### src/rtl/sha256bs_pkg.sv
`timescale 1ns / 1ps
// ----------------------------------------------------------------------------
// sha256bs_pkg: shared types and constants for the SHA-256 byte hasher
// Word types for both channels, core control bundle, round constants and IV.
// ----------------------------------------------------------------------------
package sha256bs_pkg;

  // action codes
  localparam logic ACT_ABSORB = 1'b0;
  localparam logic ACT_FINISH = 1'b1;

  localparam logic [7:0] PAD_BYTE  = 8'h80;
  localparam logic [5:0] LEN_POS   = 6'd56;
  localparam logic [5:0] FILL_LAST = 6'd63;
  localparam logic [2:0] LAST_IDX  = 3'd7;

  typedef struct packed {
    logic       action;
    logic [7:0] data_byte;
  } in_t;

  typedef struct packed {
    logic [31:0] digest_word;
    logic [2:0]  word_index;
    logic        last_word;
  } out_t;

  // sequencer -> compression core
  typedef struct packed {
    logic       shift;    // shift byte_in into the message window
    logic [7:0] byte_in;
    logic       start;    // begin compressing the window
    logic       init;     // reload hash state with the IV
  } core_ctl_t;

  localparam logic [31:0] HASH_IV [8] = '{
    32'h6a09e667, 32'hbb67ae85, 32'h3c6ef372, 32'ha54ff53a,
    32'h510e527f, 32'h9b05688c, 32'h1f83d9ab, 32'h5be0cd19
  };

  localparam logic [31:0] ROUND_K [64] = '{
    32'h428a2f98, 32'h71374491, 32'hb5c0fbcf, 32'he9b5dba5,
    32'h3956c25b, 32'h59f111f1, 32'h923f82a4, 32'hab1c5ed5,
    32'hd807aa98, 32'h12835b01, 32'h243185be, 32'h550c7dc3,
    32'h72be5d74, 32'h80deb1fe, 32'h9bdc06a7, 32'hc19bf174,
    32'he49b69c1, 32'hefbe4786, 32'h0fc19dc6, 32'h240ca1cc,
    32'h2de92c6f, 32'h4a7484aa, 32'h5cb0a9dc, 32'h76f988da,
    32'h983e5152, 32'ha831c66d, 32'hb00327c8, 32'hbf597fc7,
    32'hc6e00bf3, 32'hd5a79147, 32'h06ca6351, 32'h14292967,
    32'h27b70a85, 32'h2e1b2138, 32'h4d2c6dfc, 32'h53380d13,
    32'h650a7354, 32'h766a0abb, 32'h81c2c92e, 32'h92722c85,
    32'ha2bfe8a1, 32'ha81a664b, 32'hc24b8b70, 32'hc76c51a3,
    32'hd192e819, 32'hd6990624, 32'hf40e3585, 32'h106aa070,
    32'h19a4c116, 32'h1e376c08, 32'h2748774c, 32'h34b0bcb5,
    32'h391c0cb3, 32'h4ed8aa4a, 32'h5b9cca4f, 32'h682e6ff3,
    32'h748f82ee, 32'h78a5636f, 32'h84c87814, 32'h8cc70208,
    32'h90befffa, 32'ha4506ceb, 32'hbef9a3f7, 32'hc67178f2
  };

endpackage

### src/rtl/sha256bs_core.sv
`timescale 1ns / 1ps
// ----------------------------------------------------------------------------
// sha256bs_core: SHA-256 message window and iterative round engine
// Holds the 512-bit window, working variables and hash state; one round/cycle.
// ----------------------------------------------------------------------------
module sha256bs_core (
  input  logic                   clk,
  input  logic                   rst_n,
  input  sha256bs_pkg::core_ctl_t ctl_i,
  output logic                   busy_o,
  output logic [7:0][31:0]       hash_o
);

  logic [511:0]      msg_r, msg_nxt;   // w[0] in the top word
  logic [7:0][31:0]  v_r, v_nxt;       // v[0] = a ... v[7] = h
  logic [7:0][31:0]  hash_r;
  logic [5:0]        rnd_r;
  logic              busy_r;
  logic              add_r;
  logic              round_en;

  logic [31:0] w0, w1, w9, w14, sig0, sig1, w_new;
  logic [31:0] a, e, big0, big1, ch, maj, t1, t2;

  assign round_en = busy_r && !add_r;

  // schedule
  always_comb begin
    w0    = msg_r[511:480];
    w1    = msg_r[479:448];
    w9    = msg_r[223:192];
    w14   = msg_r[63:32];
    sig0  = {w1[6:0], w1[31:7]} ^ {w1[17:0], w1[31:18]} ^ (w1 >> 3);
    sig1  = {w14[16:0], w14[31:17]} ^ {w14[18:0], w14[31:19]} ^ (w14 >> 10);
    w_new = w0 + sig0 + w9 + sig1;
  end

  // one compression round
  always_comb begin
    a    = v_r[0];
    e    = v_r[4];
    big1 = {e[5:0], e[31:6]} ^ {e[10:0], e[31:11]} ^ {e[24:0], e[31:25]};
    ch   = (e & v_r[5]) ^ (~e & v_r[6]);
    t1   = v_r[7] + big1 + ch + sha256bs_pkg::ROUND_K[rnd_r] + w0;
    big0 = {a[1:0], a[31:2]} ^ {a[12:0], a[31:13]} ^ {a[21:0], a[31:22]};
    maj  = (a & v_r[1]) ^ (a & v_r[2]) ^ (v_r[1] & v_r[2]);
    t2   = big0 + maj;
    v_nxt    = v_r;
    msg_nxt  = msg_r;
    if (ctl_i.start) begin
      v_nxt = hash_r;
    end else if (round_en) begin
      v_nxt[0] = t1 + t2;
      v_nxt[1] = v_r[0];
      v_nxt[2] = v_r[1];
      v_nxt[3] = v_r[2];
      v_nxt[4] = v_r[3] + t1;
      v_nxt[5] = v_r[4];
      v_nxt[6] = v_r[5];
      v_nxt[7] = v_r[6];
    end
    if (ctl_i.shift) begin
      msg_nxt = {msg_r[503:0], ctl_i.byte_in};
    end else if (round_en) begin
      msg_nxt = {msg_r[479:0], w_new};
    end
  end

  always_ff @(posedge clk) begin
    msg_r <= msg_nxt;
    v_r   <= v_nxt;
  end

  always_ff @(posedge clk) begin
    if (!rst_n) begin
      busy_r <= 1'b0;
      add_r  <= 1'b0;
      rnd_r  <= '0;
      for (int i = 0; i < 8; i++) hash_r[i] <= sha256bs_pkg::HASH_IV[i];
    end else begin
      if (ctl_i.init) begin
        for (int i = 0; i < 8; i++) hash_r[i] <= sha256bs_pkg::HASH_IV[i];
      end
      if (ctl_i.start) begin
        busy_r <= 1'b1;
        rnd_r  <= '0;
      end else if (round_en) begin
        rnd_r <= rnd_r + 6'd1;
        if (rnd_r == 6'd63) add_r <= 1'b1;
      end else if (add_r) begin
        for (int i = 0; i < 8; i++) hash_r[i] <= hash_r[i] + v_r[i];
        add_r  <= 1'b0;
        busy_r <= 1'b0;
      end
    end
  end

  assign busy_o = busy_r;
  assign hash_o = hash_r;

`ifndef SYNTHESIS
  a_busy_from_start: assert property (@(posedge clk) disable iff (!rst_n)
    $rose(busy_r) |-> $past(ctl_i.start))
    else $error("core went busy without start");
  a_rounds_hold_busy: assert property (@(posedge clk) disable iff (!rst_n)
    (round_en && !ctl_i.start) |=> busy_r)
    else $error("core dropped busy during rounds");
  a_add_ends_block: assert property (@(posedge clk) disable iff (!rst_n)
    (add_r && !ctl_i.start) |=> (!busy_r && !add_r))
    else $error("final add did not end compression");
`endif

endmodule

### src/rtl/sha256_byte_stream_hasher.sv
`timescale 1ns / 1ps
// ----------------------------------------------------------------------------
// sha256_byte_stream_hasher: SHA-256 over a byte stream
// Absorbs one byte per word, pads on finish and returns the 8 digest words.
// ----------------------------------------------------------------------------
// Flow for users: an absorb word shifts its byte into the message window; the
// 64th byte of a block also kicks off compression, which keeps in_stall high
// through the 64 rounds of the single round engine, one add into the hash
// state and one handoff. A finish word is followed by the padding, shifted
// into the message window one byte per cycle except while a spill block is
// compressed, and by one or two compressions: one with up to 55 bytes
// pending, two with more. The eight digest words then leave at one per cycle
// when the receiver does not stall; in_stall stays high until the last one is
// taken, after which the hasher is back at the initial hash value. The bit
// length wraps modulo 2^64.
// ----------------------------------------------------------------------------
module sha256_byte_stream_hasher (
  input  logic                clk,
  input  logic                rst_n,
  input  logic                in_valid,
  output logic                in_stall,
  input  sha256bs_pkg::in_t   in_word,
  output logic                out_valid,
  input  logic                out_stall,
  output sha256bs_pkg::out_t  out_word
);

  // sequencer states
  localparam logic [2:0] S_IDLE = 3'd0;  // take words
  localparam logic [2:0] S_PAD  = 3'd1;  // shift zero bytes up to the length slot
  localparam logic [2:0] S_LEN  = 3'd2;  // shift the 8 length bytes
  localparam logic [2:0] S_COMP = 3'd3;  // wait on the round engine
  localparam logic [2:0] S_OUT  = 3'd4;  // hand out digest words

  logic [2:0]  state_r, state_nxt;
  logic [2:0]  ret_r, ret_nxt;       // state to resume after compression
  logic [2:0]  ret_sel;
  logic [5:0]  fill_r, fill_nxt;     // bytes pending in the window
  logic [60:0] total_r, total_nxt;   // message length in bytes
  logic [63:0] len_r, len_nxt;       // bit length, shifted out MSB first
  logic [2:0]  idx_r, idx_nxt;
  logic        out_valid_r, out_valid_nxt;
  sha256bs_pkg::out_t out_word_r, out_word_nxt;

  logic        do_shift;
  logic [7:0]  shift_byte;
  logic        out_take;

  sha256bs_pkg::core_ctl_t core_ctl;
  logic                    core_busy;
  logic [7:0][31:0]        core_hash;

  sha256bs_core u_core (
    .clk    (clk),
    .rst_n  (rst_n),
    .ctl_i  (core_ctl),
    .busy_o (core_busy),
    .hash_o (core_hash)
  );

  assign out_take = out_valid_r && !out_stall;

  always_comb begin
    state_nxt     = state_r;
    ret_nxt       = ret_r;
    ret_sel       = S_IDLE;
    fill_nxt      = fill_r;
    total_nxt     = total_r;
    len_nxt       = len_r;
    idx_nxt       = idx_r;
    out_valid_nxt = out_valid_r;
    out_word_nxt  = out_word_r;
    do_shift      = 1'b0;
    shift_byte    = 8'h00;
    core_ctl      = '0;

    case (state_r)
      S_IDLE: begin
        if (in_valid) begin
          do_shift = 1'b1;
          if (in_word.action == sha256bs_pkg::ACT_ABSORB) begin
            shift_byte = in_word.data_byte;
            total_nxt  = total_r + 61'd1;
            ret_sel    = S_IDLE;
          end else begin
            shift_byte = sha256bs_pkg::PAD_BYTE;
            len_nxt    = {total_r, 3'b000};
            ret_sel    = S_PAD;
            state_nxt  = S_PAD;
          end
        end
      end
      S_PAD: begin
        // after a spill block this runs from zero up to the length slot
        if (fill_r == sha256bs_pkg::LEN_POS) begin
          state_nxt = S_LEN;
        end else begin
          do_shift = 1'b1;
          ret_sel  = S_PAD;
        end
      end
      S_LEN: begin
        do_shift   = 1'b1;
        shift_byte = len_r[63:56];
        len_nxt    = {len_r[55:0], 8'h00};
        ret_sel    = S_OUT;
      end
      S_COMP: begin
        if (!core_busy) begin
          state_nxt = ret_r;
          if (ret_r == S_OUT) begin
            out_valid_nxt            = 1'b1;
            idx_nxt                  = 3'd0;
            out_word_nxt.digest_word = core_hash[0];
            out_word_nxt.word_index  = 3'd0;
            out_word_nxt.last_word   = 1'b0;
          end
        end
      end
      S_OUT: begin
        if (out_take) begin
          if (idx_r == sha256bs_pkg::LAST_IDX) begin
            out_valid_nxt = 1'b0;
            core_ctl.init = 1'b1;
            total_nxt     = '0;
            state_nxt     = S_IDLE;
          end else begin
            idx_nxt                  = idx_r + 3'd1;
            out_word_nxt.digest_word = core_hash[idx_nxt];
            out_word_nxt.word_index  = idx_nxt;
            out_word_nxt.last_word   = (idx_nxt == sha256bs_pkg::LAST_IDX);
          end
        end
      end
      default: begin
        state_nxt = S_IDLE;
      end
    endcase

    // common byte path: a full window starts compression
    if (do_shift) begin
      core_ctl.shift   = 1'b1;
      core_ctl.byte_in = shift_byte;
      fill_nxt         = fill_r + 6'd1;
      if (fill_r == sha256bs_pkg::FILL_LAST) begin
        core_ctl.start = 1'b1;
        ret_nxt        = ret_sel;
        state_nxt      = S_COMP;
      end
    end
  end

  always_ff @(posedge clk) begin
    if (!rst_n) begin
      state_r     <= S_IDLE;
      ret_r       <= S_IDLE;
      fill_r      <= '0;
      total_r     <= '0;
      idx_r       <= '0;
      out_valid_r <= 1'b0;
    end else begin
      state_r     <= state_nxt;
      ret_r       <= ret_nxt;
      fill_r      <= fill_nxt;
      total_r     <= total_nxt;
      idx_r       <= idx_nxt;
      out_valid_r <= out_valid_nxt;
    end
  end

  always_ff @(posedge clk) begin
    len_r      <= len_nxt;
    out_word_r <= out_word_nxt;
  end

  assign in_stall  = (state_r != S_IDLE);
  assign out_valid = out_valid_r;
  assign out_word  = out_word_r;

`ifndef SYNTHESIS
  a_out_only_when_done: assert property (@(posedge clk) disable iff (!rst_n)
    out_valid_r |-> (!core_busy && fill_r == 6'd0))
    else $error("digest word shown while hashing");
  a_no_shift_while_busy: assert property (@(posedge clk) disable iff (!rst_n)
    core_ctl.shift |-> !core_busy)
    else $error("byte shifted into window during compression");
  a_last_word_returns_idle: assert property (@(posedge clk) disable iff (!rst_n)
    (out_take && out_word_r.last_word) |=> (!out_valid_r && state_r == S_IDLE))
    else $error("hasher did not return to idle after last digest word");
`endif

endmodule

### config.mk
export PLATFORM = sky130hd
export DESIGN_NAME = sha256_byte_stream_hasher
export DESIGN_NICKNAME = d
export VERILOG_FILES = /design/src/rtl/sha256bs_pkg.sv /design/src/rtl/sha256bs_core.sv /design/src/rtl/sha256_byte_stream_hasher.sv
export SDC_FILE = /design/constraint.sdc
export NUM_CORES = 2
export LEC_CHECK = 0
export BUFFER_PORTS_ARGS = -buffer_cell sky130_fd_sc_hd__buf_4
export CAP_MARGIN = 10
export CELL_PAD_IN_SITES_DETAIL_PLACEMENT = 0
export CELL_PAD_IN_SITES_GLOBAL_PLACEMENT = 2
export CORE_MARGIN = 3
export CORE_UTILIZATION = 45
export DETAILED_ROUTE_END_ITERATION = 10
export PLACE_DENSITY = 0.94
export SLEW_MARGIN = 30
export SYNTH_ARGS = -nofsm -noshare
export SYNTH_HDL_FRONTEND = slang
export SYNTH_SLANG_ARGS = --single-unit
### constraint.sdc
create_clock -name clk -period 36.5 [get_ports clk]
set_input_delay 7.3 -clock clk [delete_from_list [all_inputs] [get_ports clk]]
set_output_delay 7.3 -clock clk [all_outputs]
set_load 0.01 [all_outputs]
; ---- After elaboration in Yosys (flattened, before gate mapping)
; Memories as Yosys holds them, arrays and structs flattened.
; Index checks and enable logic that the tools add are counted.
[classes]
order_cmp = 2
shift = 0
bitwise_logic = 20
n_div = 0
muxes = 64
multipliers = 0
add_sub_neg = 22
reduce_logical = 20
eq_ne = 20
[ops]
columns = cell, count
row1 = 256-bit 2-to-1 mux, 6
row2 = 512-bit 2-to-1 mux, 2
row3 = 32-bit adder, 18
row4 = 32-bit bitwise XOR, 9
row5 = 61-bit 2-to-1 mux, 4
row6 = 32-bit bitwise AND, 5
row7 = 36-bit 2-to-1 mux, 4
row8 = 64-bit 2-to-1 mux, 2
row9 = 64-bit one-hot mux with 2 select lines, 1
row10 = 61-bit one-hot mux with 2 select lines, 1
row11 = 32-bit binary-select mux with 3-bit select, 1
row12 = 32-bit 2-to-1 mux, 3
row13 = 36-bit one-hot mux with 2 select lines, 1
row14 = 61-bit by 1-bit adder with 61-bit output (second input constant), 1
row15 = 3-bit 2-to-1 mux, 12
row16 = 32-bit NOT, 1
row17 = 32-bit by 22-bit bitwise XOR with 32-bit output, 1
row18 = 32-bit by 29-bit bitwise XOR with 32-bit output, 1
row19 = 2-bit inequality test (second input constant), 10
row20 = 6-bit == test (second input constant), 3
row21 = 1-bit 2-to-1 mux, 18
row22 = 8-bit 2-to-1 mux, 2
row23 = 8-bit one-hot mux with 2 select lines, 1
row24 = 3-bit one-hot mux with 5 select lines, 1
row25 = other kinds (23), 40
[totals]
output_inout_bits = 38
rom_bits = 2048
latchBits = 0
memories = 1
word_cells = 179
ram_bits = 0
regBits = 1209
input_bits = 13
[mem_list]
columns = memory, words, width, rd, rd_clocked_by_memory_dff, write_ports, line
row1 = (name not given), 64, 32, 1, 0, 0, sha256bs_core.sv:44  ; t1 = v_r[7] + big1 + ch + sha256bs_pkg::ROUND_K[rnd_r] + w0;

; ---- Logic depth before layout (Yosys ltp)
[logic_depth]
depth_word = 9
ltp_mapped = 44
ltp_nobuf = 42

; ---- Modules after synthesis
; From an unflattened synthesis, not the netlist that was laid out.
[hier_totals]
hier_cells = 7400
hier_area_um2 = 79083.3
[modules_own_cells]
columns = module, area_per_inst_um2, seq_area_each_um2, cells_each, instances
row1 = sha256bs_core, 69447.9, 28347.2, 6564, 1
row2 = sha256_byte_stream_hasher, 9635.5, 4434.3, 836, 1

; ---- Worst setup path after synthesis
; OpenSTA, ideal clock, no wires.
[synth_path]
kind = input to register
startpoint = in in_valid
endpoint = reg u_core.msg_r[0] (enable)
path_buffers = 3
t_required_ns = 32.860
setup_slack_ns = 16.154
cell_stages = 6
arrival_ns = 16.705
setup_time_ns = 3.640
path_cell_list = o21ai_0 > a21o_1 > clkbuf_1 > clkbuf_1 > clkbuf_1 > nand2_1
[synth_between]
elab_chain_cells = 4
[synth_lines]
columns = element, line
row1 = start: declaration, sha256_byte_stream_hasher.sv:20  ; input logic in_valid,
row2 = 1-bit 2-to-1 mux, sha256_byte_stream_hasher.sv:79  ; if (in_valid) begin
row3 = 1-bit one-hot mux with 3 select lines, sha256_byte_stream_hasher.sv:77  ; case (state_r)
row4 = 10-bit 2-to-1 mux, sha256_byte_stream_hasher.sv:141  ; if (do_shift) begin
row5 = 2-bit nonzero test (no line), n/a
row6 = end signal: assignment, sha256bs_core.sv:70  ; msg_r <= msg_nxt;
row7 = end: declaration, sha256bs_core.sv:14  ; logic [511:0] msg_r, msg_nxt;
; No other way between the ends.
; A chain may end at the register's enable or synchronous reset.

==> impl_metrics.tcl <==
set metrics [dict create \
    grt.met3_usage 0.0508 \
    hp-start "total_r[40]" \
    ctsRootBufferMaster "clkbuf_16" \
    grtUsageMet2 0.411 \
    coreArea_um2 170000 \
    dp.final_hpwl_mm 174 \
    synthesis.nets 9094 \
    stdcell_count 10700 \
    hold-worst-slack_ns 0.482 \
    antenna_found_initial 1 \
    setup_viol 0 \
    swShare 0.365 \
    timing.final.crit_period_ns 11.17 \
    clk_path_buf_depth 3 \
    hold_viol 0 \
    crit_top_cell "inv_1" \
    drc_errors 0 \
    yosys.area.top_type_share 0.335 \
    worst_pin_slew_ns 1.05 \
    synth_area_leaders "edfxtp_1, nand2_1, dfxtp_1, ha_1, fa_1" \
    status "finished clean" \
    yosysTopAreaCell "edfxtp_1" \
    drv_slew 0 \
    ys_top_cells_by_count "nand2_1, edfxtp_1, o21ai_0" \
    cts_setup_buffers 0 \
    yosysSeqAreaShare 0.423 \
    criticalPathCategory "register to register" \
    clkPwrFrac 0.284 \
    grt_max_degree 236 \
    die_height_um 421 \
    p_leak_nw 35.4 \
    arrival_ns 11.68 \
    use_met1 0.382 \
    p_sw_mw 1.91 \
    firstDrtPassIters 8 \
    synth-seq-cells 1205 \
    syn_inst 8487 \
    overflow 0 \
    cts_made_buffers 142 \
    pwr-share-seq 0.347 \
    fin_crit_sh 0.306 \
    track_usage 0.268 \
    nNetsFinal 8902 \
    initial_core_util 0.456 \
    drive_above_1_share 0.0651 \
    cts_resized 0 \
    viasPerCell 5.68 \
    cts_sinks 1205 \
    crit_start "u_core.rnd_r[0]" \
    critPathMaxFanout 32 \
    clk_pin_slew_worst_paths_ns 0.06 \
    yosysMostFrequentCell "nand2_1" \
    slew_headroom 0.297 \
    p_per_area_nw_per_um2 61.6 \
    netlist_area_um2 77500 \
    final_area_um2 84800 \
    endpoint_kind "register" \
    wl_per_cell_um 22.8 \
    place_area_um2 79800 \
    rsz0062_at_grt "false" \
    synthArstFlopShare 0 \
    worstPathRequired_ns 37.02 \
    grt_pass1_vias 57500 \
    fin_skew_ns 0.0587 \
    fin_setup_tns_ns 0 \
    min_path_type "register to register" \
    vias 60900 \
    pwr-share-comb 0.369 \
    hold_buffers 0 \
    clkLatencyLatePin_ns 0.83 \
    numPortBuffers 50 \
    drt_iter0_markers 6534 \
    ios 51 \
    cp-start-kind "register" \
    htree_levels 4 \
    synth-edff-count 865 \
    rows 151 \
    p_int_mw 3.32 \
    cap_violations 0 \
    top_usage_layer "met2" \
    dieArea_um2 177000 \
    numPlacedInstances 10400 \
    finalWeightedCongestion 0.945 \
    slowest_stage "o311ai_0" \
    fmax_mhz 89.5 \
    ys_warn_count 0 \
    area_growth_pct 9.34 \
    slowest_delay_ns 0.75 \
    wirelength_mm 244 \
    grt_pass1_wl_mm 366 \
    ir_worst_vdd_v 0.0000746 \
    cts_tree "done" \
    timing.rr.start "u_core.rnd_r[0]" \
    ys_types 97 \
    ys.flop_type "edfxtp_1" \
    die-width_um 421 \
    num-fill-cells 15900 \
    ant_nets 0 \
    avgSynthCellArea_um2 9.14 \
]
==> metal layers <==
metal	part of all wire	up-vias
met1	0.45	29600
met2	0.45	2065
met3	0.076	384
li1	-	28800
met5	0	-
met4	0.032	0
==> worst paths after layout <==
path                   to  slack, ns  depth (start not counted)
max          u_core.a[31]      25.33                         40
min           total_r[40]       0.48                          2
max reg2reg  u_core.a[31]      25.33                         40
min reg2reg   total_r[40]       0.48                          2
==> cells by family after synthesis <==
family                   count (synthesis)  share of synthesized area
XOR/XNOR                               633                     0.0717
buffers and inverters                  821                     0.0400
AO/OA/AOI/OAI                         1614                      0.129
multiplexers                           203                     0.0390
flip-flops                            1205                      0.423
AND/OR/NAND/NOR                       3414                      0.183
adder cells (fa/ha/maj)                597                      0.115
==> cells in the final DEF, fill, tap and decap left out, types with 15 or more instances in the layout <==
cell type | Yosys | routed
buf_4 | 2 | 125
clkinv_2 | 0 | 18
o21bai_1 | 37 | 37
fa_1 | 195 | 195
inv_1 | 348 | 346
clkinv_1 | 1 | 26
xor2_1 | 256 | 256
nand2_1 | 2433 | 2427
nor2b_1 | 74 | 74
a211oi_1 | 39 | 39
o311ai_0 | 15 | 15
and2_1 | 55 | 53
a21boi_0 | 24 | 24
o22ai_1 | 63 | 63
edfxtp_1 | 865 | 865
mux2i_1 | 69 | 69
and3_1 | 51 | 51
o21ai_0 | 492 | 491
a22oi_1 | 20 | 20
o21a_1 | 46 | 46
nand3_1 | 117 | 117
mux4_2 | 73 | 73
ha_1 | 399 | 397
clkbuf_16 | 0 | 143
o211ai_1 | 26 | 26
dfxtp_1 | 340 | 335
clkbuf_1 | 423 | 35
o31ai_1 | 33 | 32
a31oi_1 | 37 | 37
xnor2_1 | 376 | 376
nor3_1 | 80 | 79
mux2_2 | 61 | 61
nand4_1 | 28 | 28
or3_1 | 30 | 30
nor2_1 | 404 | 400
nand2b_1 | 62 | 62
a21o_1 | 185 | 184
a21oi_1 | 431 | 430
==> metrics by stage <==
stage,util,power [mW],setup WS [ns]
finish,0.498,5.23,25.33
global route,0.498,5.53,24.68
CTS,0.498,5.23,25.47
detailed placement,0.469,3.72,24.98
global placement,0.469,3.70,25.05
floorplan,-,3.18,16.15
==> sequential cells by signal (all words and copies together), names as in the netlist, 6 cells and up <==
| signal | flops |
|---|---|
| u_core.v_r | 192 |
| total_r | 61 |
| u_core.e | 32 |
| u_core.msg_r | 512 |
| out_word | 36 |
| u_core.hash_o | 256 |
| u_core.a | 32 |
| len_r | 61 |
| u_core.rnd_r | 6 |
| fill_r | 6 |
==> worst max-delay path: cells and delay by family (launching register included) <==
family	cells	cell delay (ns)
flip-flops	1	0.30
adder cells (fa/ha/maj)	7	3.26
AO/OA/AOI/OAI	15	3.52
buffers and inverters	8	1.22
XOR/XNOR	3	0.51
AND/OR/NAND/NOR	7	2.05
==> area by class of cell <==
cell class / instances / area (µm²) / area share
antenna: 1 / 2.50 / 0.0000295
sequential: 1205 / 32800 / 0.387
clock inverter: 72 / 962 / 0.0113
clock buffer: 192 / 3900 / 0.0460
tap: 2295 / 2870 / 0.0339
timing repair buffer: 135 / 1150 / 0.0136
inverter: 350 / 1310 / 0.0155
multi-input combinational: 6461 / 41800 / 0.493
==> power groups by stage <==
| stage | combinational (mW) | clock (mW) | sequential [mW] |
|---|---|---|---|
| after floorplan | 1.39 | 0 | 1.79 |
| after global placement | 1.87 | 0 | 1.84 |
| after detailed placement | 1.89 | 0 | 1.84 |
| after CTS | 1.90 | 1.52 | 1.81 |
| after global routing | 2.14 | 1.57 | 1.83 |
| final | 1.93 | 1.49 | 1.81 |
Note: power is estimated with default switching activity, not from simulation.
